**src/rtl/pant_pkg.sv**
```systemverilog
// shared types and constants of the peer address node table
package pant_pkg;

    localparam int NODES_DEF = 32;
    localparam int BANS_DEF  = 20;

    // node numbers held in the search token are wide enough for the largest table
    localparam int NODES_MAX  = 256;
    localparam int NODE_IDX_W = $clog2(NODES_MAX);

    localparam logic [31:0] SELF_IP_RST   = 32'h7F00_0001;
    localparam logic [15:0] SELF_PORT_RST = 16'(5000 + 'h1d);

    localparam int CFG_ADDR_W = 1;
    localparam logic [CFG_ADDR_W-1:0] REG_SELF_IP   = 1'b0;
    localparam logic [CFG_ADDR_W-1:0] REG_SELF_PORT = 1'b1;

    typedef logic [NODE_IDX_W-1:0] node_idx_t;

    typedef enum logic [2:0] {
        FUNC_LOOKUP    = 3'd0,
        FUNC_MAKE      = 3'd1,
        FUNC_FREE      = 3'd2,
        FUNC_BAN       = 3'd3,
        FUNC_CLEAR_BAN = 3'd4,
        FUNC_SEND      = 3'd5
    } func_e_t;

    typedef enum logic [3:0] {
        STATUS_KNOWN     = 4'd0,
        STATUS_NEW       = 4'd1,
        STATUS_FULL      = 4'd2,
        STATUS_FREED     = 4'd3,
        STATUS_SELF_KEPT = 4'd4,
        STATUS_BANNED    = 4'd5,
        STATUS_BAN_FULL  = 4'd6,
        STATUS_CLEARED   = 4'd7,
        STATUS_CONN      = 4'd8,
        STATUS_NOT_CONN  = 4'd9
    } status_e_t;

    // item travelling down the node cells
    typedef struct packed {
        logic [31:0] key_ip;
        logic [15:0] key_port;
        logic [4:0]  sel;
        logic        hit;
        node_idx_t   hit_idx;
        logic        hit_ban;
        logic        free_ok;
        node_idx_t   free_idx;
        logic        sel_found;
        node_idx_t   sel_idx;
        logic        sel_used;
        logic        sel_ban;
        logic [31:0] sel_ip;
        logic [15:0] sel_port;
    } node_tok_t;

    // entry update broadcast to the node cells
    typedef struct packed {
        logic        en;
        node_idx_t   idx;
        logic [31:0] ip;
        logic [15:0] port;
        logic        used;
        logic        banned;
    } node_wr_t;

    // item travelling down the ban cells
    typedef struct packed {
        logic [31:0] key_ip;
        logic [15:0] key_port;
        logic        hit;
    } ban_tok_t;

    // ban list write broadcast to the ban cells
    typedef struct packed {
        logic        en;
        logic [31:0] ip;
        logic [15:0] port;
    } ban_wr_t;

endpackage

```
**src/rtl/pant_node_cell.sv**
```systemverilog
// one node entry of the table with its stage of the search chain
module pant_node_cell
    import pant_pkg::*;
#(
    parameter int IDX = 0
)
(
    input  logic        clk,
    input  logic        rst_n,
    input  logic [31:0] self_ip,
    input  logic [15:0] self_port,
    input  node_tok_t   tok_in,
    input  node_wr_t    wr,
    output node_tok_t   tok_out
);

    logic [31:0] e_ip;
    logic [15:0] e_port;
    logic        e_used;
    logic        e_banned;
    node_tok_t   tok_next;
    node_tok_t   tok_reg;

    if (IDX == 0) begin : g_self
        // node 0 is the block itself
        assign e_ip     = self_ip;
        assign e_port   = self_port;
        assign e_used   = 1'b1;
        assign e_banned = 1'b0;
    end
    else begin : g_entry
        logic [31:0] ip_reg;
        logic [15:0] port_reg;
        logic        used_reg;
        logic        banned_reg;

        always_ff @(posedge clk or negedge rst_n)
        begin
            if (!rst_n)
            begin
                ip_reg     <= '0;
                port_reg   <= '0;
                used_reg   <= 1'b0;
                banned_reg <= 1'b0;
            end
            else if (wr.en && (wr.idx == NODE_IDX_W'(IDX)))
            begin
                ip_reg     <= wr.ip;
                port_reg   <= wr.port;
                used_reg   <= wr.used;
                banned_reg <= wr.banned;
            end
        end

        assign e_ip     = ip_reg;
        assign e_port   = port_reg;
        assign e_used   = used_reg;
        assign e_banned = banned_reg;
    end

    always_comb
    begin
        tok_next = tok_in;
        if (!tok_in.hit && e_used && (e_ip == tok_in.key_ip) && (e_port == tok_in.key_port))
        begin
            tok_next.hit     = 1'b1;
            tok_next.hit_idx = NODE_IDX_W'(IDX);
            tok_next.hit_ban = e_banned;
        end
        if (!tok_in.free_ok && !e_used)
        begin
            tok_next.free_ok  = 1'b1;
            tok_next.free_idx = NODE_IDX_W'(IDX);
        end
        if (int'(tok_in.sel) == IDX)
        begin
            tok_next.sel_found = 1'b1;
            tok_next.sel_idx   = NODE_IDX_W'(IDX);
            tok_next.sel_used  = e_used;
            tok_next.sel_ban   = e_banned;
            tok_next.sel_ip    = e_ip;
            tok_next.sel_port  = e_port;
        end
    end

    always_ff @(posedge clk)
    begin
        tok_reg <= tok_next;
    end

    assign tok_out = tok_reg;

endmodule

```
**config.mk**
```make
export PLATFORM = sky130hd
export DESIGN_NAME = pant_node_cell
export DESIGN_NICKNAME = d
export VERILOG_FILES = /design/src/rtl/pant_pkg.sv /design/src/rtl/pant_node_cell.sv
export SDC_FILE = /design/constraint.sdc
export NUM_CORES = 1
export LEC_CHECK = 0
export ABC_AREA = 1
export BUFFER_PORTS_ARGS = -buffer_cell sky130_fd_sc_hd__buf_2
export CORE_AREA = 5 5 142 144
export DETAILED_ROUTE_END_ITERATION = 6
export DIE_AREA = 0 0 147 149
export GPL_ROUTABILITY_DRIVEN = 0
export SYNTH_ARGS = -nofsm -noshare
export SYNTH_HDL_FRONTEND = slang
export SYNTH_SLANG_ARGS = --single-unit
export TNS_END_PERCENT = 10
```
**constraint.sdc**
```tcl
create_clock -name clk -period 3.37 [get_ports clk]
set_clock_uncertainty 0.2 [all_clocks]
set_input_delay 0.5055 -clock clk [delete_from_list [all_inputs] [get_ports clk]]
set_output_delay 0.5055 -clock clk [all_outputs]
set_load 0.02 [all_outputs]
```
==> metrics.md <==
| Metric | Value |
|---|---|
| Run status | completed |
| Final hold vios | 0 |
| Busiest grt layer | met2 |
| Top-area cell type share of the netlist area | 60.7% |
| Number of DRC markers in iteration 0 | 98 |
| Seq cells post-synth | 131 |
| Gr usage total | 12.9% |
| Final Power | 3.86 mW |
| First-pass GRT wire length | 21,800 um |
| Total wire length | 14,500 um |
| Post-synth top flop | dfxtp_1 |
| Fin crit period | 1.94 ns |
| Endpoint class of the critical path | flop |
| Final-report max-slew violation count | 0 |
| Syn avg cell area | 8.43 um2 |
| Synthesized area | 4320 um2 |
| Setup TNS Final | 0 ns |
| CTS Buf Count | 17 |
| Vias | 4,123 |
| # DRC | 0 |
| Area grow syn2layout | 57.4% |
| GR met3 Demand/Resource | 4.98% |
| Final net count | 1,083 |
| Core area | 18,600 um2 |
| Post-synth EDFFs | 0 |
| Die width | 147 um |
| Register area share after synthesis | 60.7% |
| Ant diodes | 0 |
| Io pins | 371 |
| Grt met2 use | 23.1% |
| Final ANT Viol Nets | 0 |
| Share of cells above drive strength 1 | 41.8% |
| Crit-path cells | dlygate4sd3_1 > buf_2 > nor2_1 > nand2_4 > buf_12 > mux2_4 |
| WHS | 0.0269 ns |
| Vias per inst | 3.79 |
| Number of buffers added for setup after CTS | 0 |
| Yosys cell types | 20 |
| FMAX | 515 MHz |
| Met1 Usage GRT | 13.8% |
| Critical Path Source | tok_in[82] |
| Port-buffer cells | 310 |
| Clock Path Buffers | 2 |
| MaxCap Viol Count | 0 |
| Syn nets | 752 |
| Relative slew margins | 71.4% |
| Clock transition at path regs | 0.06 ns |
| Tightest Pin Transition | 0.428 ns |
| Pwr/cell area | 568 nW/um2 |
| Final setup vio count | 0 |
| Die height | 149 um |
| CTS Root Cell | clkbuf_16 |
| Initial DRT Pass Iterations | 4 |
| Multi-input combinational cell area | 1280 um2 |
| Register area | 2620 um2 |
| Post-DP HPWL | 11,900 um |
| Sink Count | 131 |
| FP Rows | 50 |
| CP Capture Point | tok_out[2] |
| Placed Cells | 1,047 |
| CP peak stage delay | 0.53 ns |
| CTS tree | built |
| Number of global-route vias before repair | 4,210 |
| Initial Util | 23.2% |
| IR drop worst, VDD | 310 uV |
| Pin count of the biggest net entering global routing | 99 |
| Syn. warnings | 0 |
| CP Class | in2reg |
| Grt ovf | 0 |
| Synth Instances | 512 |
| Drt wl/cell | 13.3 um |
| Worst min path class | in2reg |
| Die ar. | 21,900 um2 |
| Element type at the critical path start | input port |
| CP delay by family, top | buffers and inverters |
| Leakage power | 3.91 nW |
| Initial antenna violation count | 0 |
| Fin cells | 1,089 |
| WP depth | 6 |
| Commonest non-fill, non-tap cell in the layout | buf_2 |
| WP data arrival | 2.03 ns |
| Unrepaired setup endpoints after global routing | false |
| Largest register FFs | 131 |
| Crit path buf inv count | 3 |
| Slowest CP cell | dlygate4sd3_1 |
| Worst EP required | 3.45 ns |
| Worst Path Max Fanout | 98 |
| Most frequent cells in the layout | buf_2 (310), nand2_1 (164), dfxtp_1 (131) |
| Top cells by area, synth | dfxtp_1 (61%), nand2_1 (14%), inv_1 (8.3%), o21ai_0 (3.6%), mux2_4 (3.1%) |
| Area leader, netlist | dfxtp_1 |
| Async SR Flop Fraction | 0% |
| Post-route clock period utilization | 57.6% |
| Fill count | 1,955 |
| H-tree depth | 4 |
## worst min path at each step
| stage | from | endpoint | slack [ns] | cells after the start |
|---|---|---|---|---|
| 2_1_floorplan | tok_in[100] | tok_out[100] | 0.33 | 0 |
| 4_1_cts | tok_in[129] | tok_out[129] | 0.002 | 1 |
| 3_5_place_dp | tok_in[59] | tok_out[59] | 0.41 | 1 |
| 3_3_place_gp | tok_in[66] | tok_out[66] | 0.41 | 1 |
| 6_report | tok_in[109] | tok_out[109] | 0.03 | 1 |
| 5_1_grt | tok_in[101] | tok_out[101] | 0.002 | 1 |
## layout make-up
cell class                      instances  share of cell area (%)
Inverter                               99                    5.47
Clock inverter                          9                    1.22
Tap cell                              234                    4.31
Multi-Input combinational cell        272                    18.8
Clock buffer                           22                    6.83
Sequential cell                       131                    38.6
Timing Repair Buffer                  322                    24.7
## stage by stage
stage               setup WS [ns]  util [%]  cell area [um2]
finish                       1.43      36.6             6800
global route                 1.40      36.6             6800
CTS                          1.45      36.6             6800
detailed placement           1.23      33.0             6140
global placement             1.23      33.0             6140
floorplan                    1.82         -             4320
## per-layer routing
| layer | part of all wire (%) | vias to the layer above |
|---|---|---|
| met3 | 8.6 | 11 |
| met1 | 39 | 1770 |
| met5 | 0 | - |
| met4 | 1.6 | 0 |
| met2 | 50 | 166 |
| li1 | - | 2176 |
## cell families after synthesis
logic type,Yosys count,share of synthesized area [%]
buffers and inverters,109,9.74
muxes,9,3.13
xor gates and xnor gates,9,1.83
DFF,131,60.7
AOI/OAI and AO/OA,52,6.03
and+or+nand+nor,202,18.5
## synthesized netlist by cell type (3+ instances only)
library cell,number
o21ai_0,31
buf_2,3
nor2_1,24
dfxtp_1,131
nand3_1,5
nand2_1,164
o21ai_1,12
inv_1,96
clkbuf_1,6
inv_2,3
a21oi_1,9
mux2_4,9
xnor2_1,9
## report_power, final
part / leakage, nW / switching (mW) / total, mW / internal, mW
sequential: 1.11 / 0.0186 / 1.66 / 1.64
combinational: 2.54 / 0.287 / 0.491 / 0.204
clock: 0.266 / 0.662 / 1.71 / 1.05
## what timing repair did
item,4_1_cts,5_1_grt
endpoints found under the hold margin,11,0
hold buffers,11,0
resized for setup,0,0
(Power assumes the default switching activity.)
