===== src/rtl/pant_pkg.sv =====
// shared types and constants of the peer address node table
package pant_pkg;

    localparam int NODES_DEF = 32;
    localparam int BANS_DEF  = 20;

    // node numbers held in the search token are wide enough for the largest table
    localparam int NODES_MAX  = 256;
    localparam int NODE_IDX_W = $clog2(NODES_MAX);

    localparam logic [31:0] SELF_IP_RST   = 32'h7F00_0001;
    localparam logic [15:0] SELF_PORT_RST = 16'(5000 + 'h1d);

    localparam int CFG_ADDR_W = 1;
    localparam logic [CFG_ADDR_W-1:0] REG_SELF_IP   = 1'b0;
    localparam logic [CFG_ADDR_W-1:0] REG_SELF_PORT = 1'b1;

    typedef logic [NODE_IDX_W-1:0] node_idx_t;

    typedef enum logic [2:0] {
        FUNC_LOOKUP    = 3'd0,
        FUNC_MAKE      = 3'd1,
        FUNC_FREE      = 3'd2,
        FUNC_BAN       = 3'd3,
        FUNC_CLEAR_BAN = 3'd4,
        FUNC_SEND      = 3'd5
    } func_e_t;

    typedef enum logic [3:0] {
        STATUS_KNOWN     = 4'd0,
        STATUS_NEW       = 4'd1,
        STATUS_FULL      = 4'd2,
        STATUS_FREED     = 4'd3,
        STATUS_SELF_KEPT = 4'd4,
        STATUS_BANNED    = 4'd5,
        STATUS_BAN_FULL  = 4'd6,
        STATUS_CLEARED   = 4'd7,
        STATUS_CONN      = 4'd8,
        STATUS_NOT_CONN  = 4'd9
    } status_e_t;

    // item travelling down the node cells
    typedef struct packed {
        logic [31:0] key_ip;
        logic [15:0] key_port;
        logic [4:0]  sel;
        logic        hit;
        node_idx_t   hit_idx;
        logic        hit_ban;
        logic        free_ok;
        node_idx_t   free_idx;
        logic        sel_found;
        node_idx_t   sel_idx;
        logic        sel_used;
        logic        sel_ban;
        logic [31:0] sel_ip;
        logic [15:0] sel_port;
    } node_tok_t;

    // entry update broadcast to the node cells
    typedef struct packed {
        logic        en;
        node_idx_t   idx;
        logic [31:0] ip;
        logic [15:0] port;
        logic        used;
        logic        banned;
    } node_wr_t;

    // item travelling down the ban cells
    typedef struct packed {
        logic [31:0] key_ip;
        logic [15:0] key_port;
        logic        hit;
    } ban_tok_t;

    // ban list write broadcast to the ban cells
    typedef struct packed {
        logic        en;
        logic [31:0] ip;
        logic [15:0] port;
    } ban_wr_t;

endpackage


===== src/rtl/pant_ban_cell.sv =====
// one ban list entry with its stage of the ban check chain
module pant_ban_cell
    import pant_pkg::*;
#(
    parameter int IDX   = 0,
    parameter int CNT_W = 5
)
(
    input  logic             clk,
    input  logic [CNT_W-1:0] ban_count,
    input  ban_tok_t         tok_in,
    input  ban_wr_t          wr,
    output ban_tok_t         tok_out
);

    logic [31:0] ip_reg;
    logic [15:0] port_reg;
    ban_tok_t    tok_next;
    ban_tok_t    tok_reg;

    // contents undefined until written, only entries below the count are looked at
    always_ff @(posedge clk)
    begin
        if (wr.en && (int'(ban_count) == IDX))
        begin
            ip_reg   <= wr.ip;
            port_reg <= wr.port;
        end
    end

    always_comb
    begin
        tok_next = tok_in;
        if ((IDX < int'(ban_count)) && (ip_reg == tok_in.key_ip)
            && (port_reg == tok_in.key_port))
        begin
            tok_next.hit = 1'b1;
        end
    end

    always_ff @(posedge clk)
    begin
        tok_reg <= tok_next;
    end

    assign tok_out = tok_reg;

endmodule


===== config.mk =====
export PLATFORM = sky130hd
export DESIGN_NAME = pant_ban_cell
export DESIGN_NICKNAME = d
export VERILOG_FILES = /design/src/rtl/pant_pkg.sv /design/src/rtl/pant_ban_cell.sv
export SDC_FILE = /design/constraint.sdc
export NUM_CORES = 1
export LEC_CHECK = 0
export BUFFER_PORTS_ARGS = -buffer_cell sky130_fd_sc_hd__buf_2
export CORE_ASPECT_RATIO = 1.25
export CORE_MARGIN = 3
export CORE_UTILIZATION = 40
export CTS_CLUSTER_SIZE = 30
export DETAILED_ROUTE_END_ITERATION = 12
export HOLD_SLACK_MARGIN = 0.15
export PLACE_DENSITY = 0.72
export SLEW_MARGIN = 20
export SYNTH_ARGS = -nofsm -noshare
export SYNTH_HDL_FRONTEND = slang
export SYNTH_SLANG_ARGS = --single-unit

===== constraint.sdc =====
create_clock -name clk -period 5 [get_ports clk]
set_clock_uncertainty 0.1 [all_clocks]
set_input_delay 1.25 -clock clk [delete_from_list [all_inputs] [get_ports clk]]
set_output_delay 1.25 -clock clk [all_outputs]
set_load 0.02 [all_outputs]

==> impl_table.tex <==
\begin{tabular}{lr}
\hline
Metric & Value \\
\hline
\multicolumn{2}{l}{\textbf{Critical path}} \\
\quad Path type of the worst setup path & input pin to register \\
\quad Data required time of the worst path & 4.88 ns \\
\quad Cell family with most CP delay & simple AND/OR/NAND/NOR gates \\
\quad Delay of the slowest critical-path stage & 0.64 ns \\
\quad Buf/Inv on CP & 1 \\
\quad Critical path startpoint category & input pin \\
\quad Cells traversed along the worst timing path & buf\_2 -> nor3\_1 -> and3\_4 \\
\quad CP Capture Type & register \\
\quad Crit path DAT & 2.24 ns \\
\quad Worst-path maximum fanout & 48 \\
\quad Crit path max-delay cell type & and3\_4 \\
\multicolumn{2}{l}{\textbf{Synth}} \\
\quad Post-synthesis net count & between 200 and 300 \\
\quad Number of different library cells in the post-synthesis netlist & 13 \\
\quad Syn Inst Count & 165 \\
\quad Register area share after synthesis & 81.3\% \\
\quad Flip-flop and latch count after synthesis & 97 \\
\quad Top cells by area, synth & edfxtp\_1 48\%, dfxtp\_1 33\%, xnor2\_1 9.4\% \\
\quad Area share of the leading cell type in the synthesized netlist & 48.4\% \\
\quad Cell taking the most area after synthesis & edfxtp\_1 \\
\quad Synthesized area & just under 3000 µm² \\
\quad Number of warnings issued by yosys & 0 \\
\quad Average size of a mapped cell & 18.0 µm² \\
\multicolumn{2}{l}{\textbf{Route}} \\
\quad Final Routed Wirelength & 5880 µm \\
\quad Post-DR wirelength/cell & about 14 µm \\
\quad Remaining number of nets flagged by the antenna check after routing & 0 \\
\quad Vias & 1,837 \\
\quad Vias per cell & 4.34 \\
\quad Number of detailed-routing iterations run before antenna repair & 3 \\
\quad DRC violation count after routing & 0 \\
\quad Number of design-rule violations left by the first detailed-router iteration & 59 \\
\multicolumn{2}{l}{\textbf{Timing}} \\
\quad Tmin final & 2.36 ns \\
\quad Final-report max-slew violation count & 0 \\
\quad Timing-limited maximum frequency & 424 MHz \\
\quad Setup tns final & 0 ns \\
\quad RSZ-0062 raised after global routing & false \\
\quad Transition time of the tightest slew-check pin & approximately 0.63 ns \\
\quad Worst rel slew slack & 58.3\% \\
\quad Setup violation total in the final timing report & 0 \\
\quad Final-report hold violation count & 0 \\
\quad Post-route fraction of the period consumed by the critical path & 47.1\% \\
\multicolumn{2}{l}{\textbf{Place}} \\
\quad Placer Congestion & 0.822 \\
\quad HPWL after DPL & 4510 µm \\
\quad IO buf count & 152 \\
\quad Post-placement cell area & 3850 µm² \\
\multicolumn{2}{l}{\textbf{Clock tree}} \\
\quad Number of buffers inserted by post-CTS setup repair & 0 \\
\quad CTS resizes & 0 \\
\quad Clock Path Buffers & 2 \\
\quad CTS tree & done \\
\quad Clock slew seen by the registers of the worst setup and hold paths & 0.09 ns \\
\quad Cell chosen for the clock root & clkbuf\_8 \\
\quad Hold-fix buffers, CTS & 0 \\
\quad Total clock buffers created by CTS & 9 \\
\quad Clock Sinks & 97 \\
\quad Worst-skew pair later-pin latency & approximately 0.35 ns \\
\quad Count of H-tree levels built during CTS & 3 \\
\multicolumn{2}{l}{\textbf{Cells and area}} \\
\quad Area added between synthesis and finish & 36.9\% \\
\quad NumNets Final & 432 \\
\quad Flip-flop count of the largest register, all copies and words added & 49 \\
\quad Diodes inserted & 0 \\
\quad Final instance area & 4080 µm² \\
\quad Fraction of layout cells with a size suffix above 1 & 51.4\% \\
\multicolumn{2}{l}{\textbf{Power}} \\
\quad Leakage power total & between 1.5 and 2 nW \\
\quad Power density of the placed cells & 374 nW/µm² \\
\quad Maximum vdd ir drop & 191 µV \\
\multicolumn{2}{l}{\textbf{Global routing}} \\
\quad Vias in the first global route & 1,953 \\
\quad Largest net degree at the start of global routing & 49 \\
\quad Global-route wire length before repair & 9140 µm \\
\quad Grt ovf & 0 \\
\quad Total routing resource utilization after global routing & 14.2\% \\
\quad Number of antenna violations at the first check in global routing & 1 \\
\multicolumn{2}{l}{\textbf{Die}} \\
\quad Die X-Extent & 83.2 µm \\
\quad Area enclosed by the die boundary & 8520 µm² \\
\quad Area of the core & $\sim$7100 µm² \\
\quad Number of top-level pins & 153 \\
\quad Standard-cell row count & 34 \\
\quad Effective utilization at floorplan & a little over two fifths \\
\quad Die extent in y & 102 µm \\
\multicolumn{2}{l}{\textbf{Flow run}} \\
\quad Max capacitance violation total & 0 \\
\multicolumn{2}{l}{\textbf{Worst hold path}} \\
\quad Worst min-delay path class & register to register \\
\multicolumn{2}{l}{\textbf{Outcome}} \\
\quad Status & finished, final reports clean \\
\hline
\end{tabular}
==> synth_stat cells <==
library cell / number
edfxtp_1: 48
and3_1: 1
nor2_1: 1
xor2_1: 16
a31o_1: 1
dfxtp_1: 49
nand4_1: 8
xnor2_1: 32
nand4_2: 1
nor4_2: 1
nor4_1: 5
a21oi_1: 1
nor3_1: 1
==> cell usage in the layout, fill, tap and decap left out, types with 2 or more instances in the layout <==
master / instances
buf_2: 152
clkbuf_8: 10
clkinv_2: 2
dfxtp_1: 49
edfxtp_1: 48
inv_6: 2
nand4_1: 8
nor4_1: 5
xnor2_1: 32
xor2_1: 16
==> worst register-to-register path, delay by kind of cell (launching register included) <==
kind,cells,cell delay (ns)
AO/OA/AOI/OAI,1,0.18
AND/OR/NAND/NOR,3,0.75
flip-flops,1,0.41
XOR/XNOR,1,0.16
==> where the power goes <==
part	switching (mW)	internal, mW
Combinational	0.0639	0.0571
Sequential	0.00599	0.858
Clock	0.264	0.277
Total	0.334	1.19
==> layer usage <==
metal | share of wire (%) | GRT usage (%)
met5 | 0.34 | 0
met2 | 51 | 24.8
met4 | 2.0 | 5.91
met3 | 11 | 6.77
met1 | 36 | 14.8
==> area by class of cell <==
type / count / area, µm²
fillers: 593 / 3030
flip-flops and latches: 97 / 2420
repair buffers: 152 / 761
multi-input cells: 68 / 561
clock buffers: 11 / 163
well taps: 90 / 113
clock inverters: 5 / 57.6
==> worst paths after layout <==
check | start | end | slack (ns) | cells past startpoint
worst max-delay path | ban_count[0] | port_reg[4]$_DFFE_PP_ | 2.64 | 3
worst min-delay path | ip_reg[19]$_DFFE_PP_ | tok_out[0]$_SDFF_PP1_ | 0.67 | 4
worst max register to register | port_reg[15]$_DFFE_PP_ | tok_out[0]$_SDFF_PP1_ | 3.34 | 5
worst min register to register | ip_reg[19]$_DFFE_PP_ | tok_out[0]$_SDFF_PP1_ | 0.67 | 4
==> stage by stage <==
step	cells	setup slack, ns	hold slack (ns)	power [mW]	utilization, %
after floorplan	165	1.81	0.591	0.933	-
after global placement	407	2.01	0.634	1.00	54.2
after detailed placement	407	1.95	0.658	1.00	54.2
after CTS	423	2.32	0.683	1.54	57.3
after global routing	423	2.56	0.711	1.59	57.4
final	423	2.64	0.674	1.53	57.4
==> kinds of logic (layout without fill, tap and decap cells) <==
kind of cell	count (synthesis)	count (layout)	share of synthesized area, %
DFF	97	97	81.3
xor gates and xnor gates	48	48	14.1
and+or+nand+nor	18	18	4.08
AOI/OAI and AO/OA	2	2	0.462
buffers and inverters	0	168	0
(Power assumes the default switching activity.)
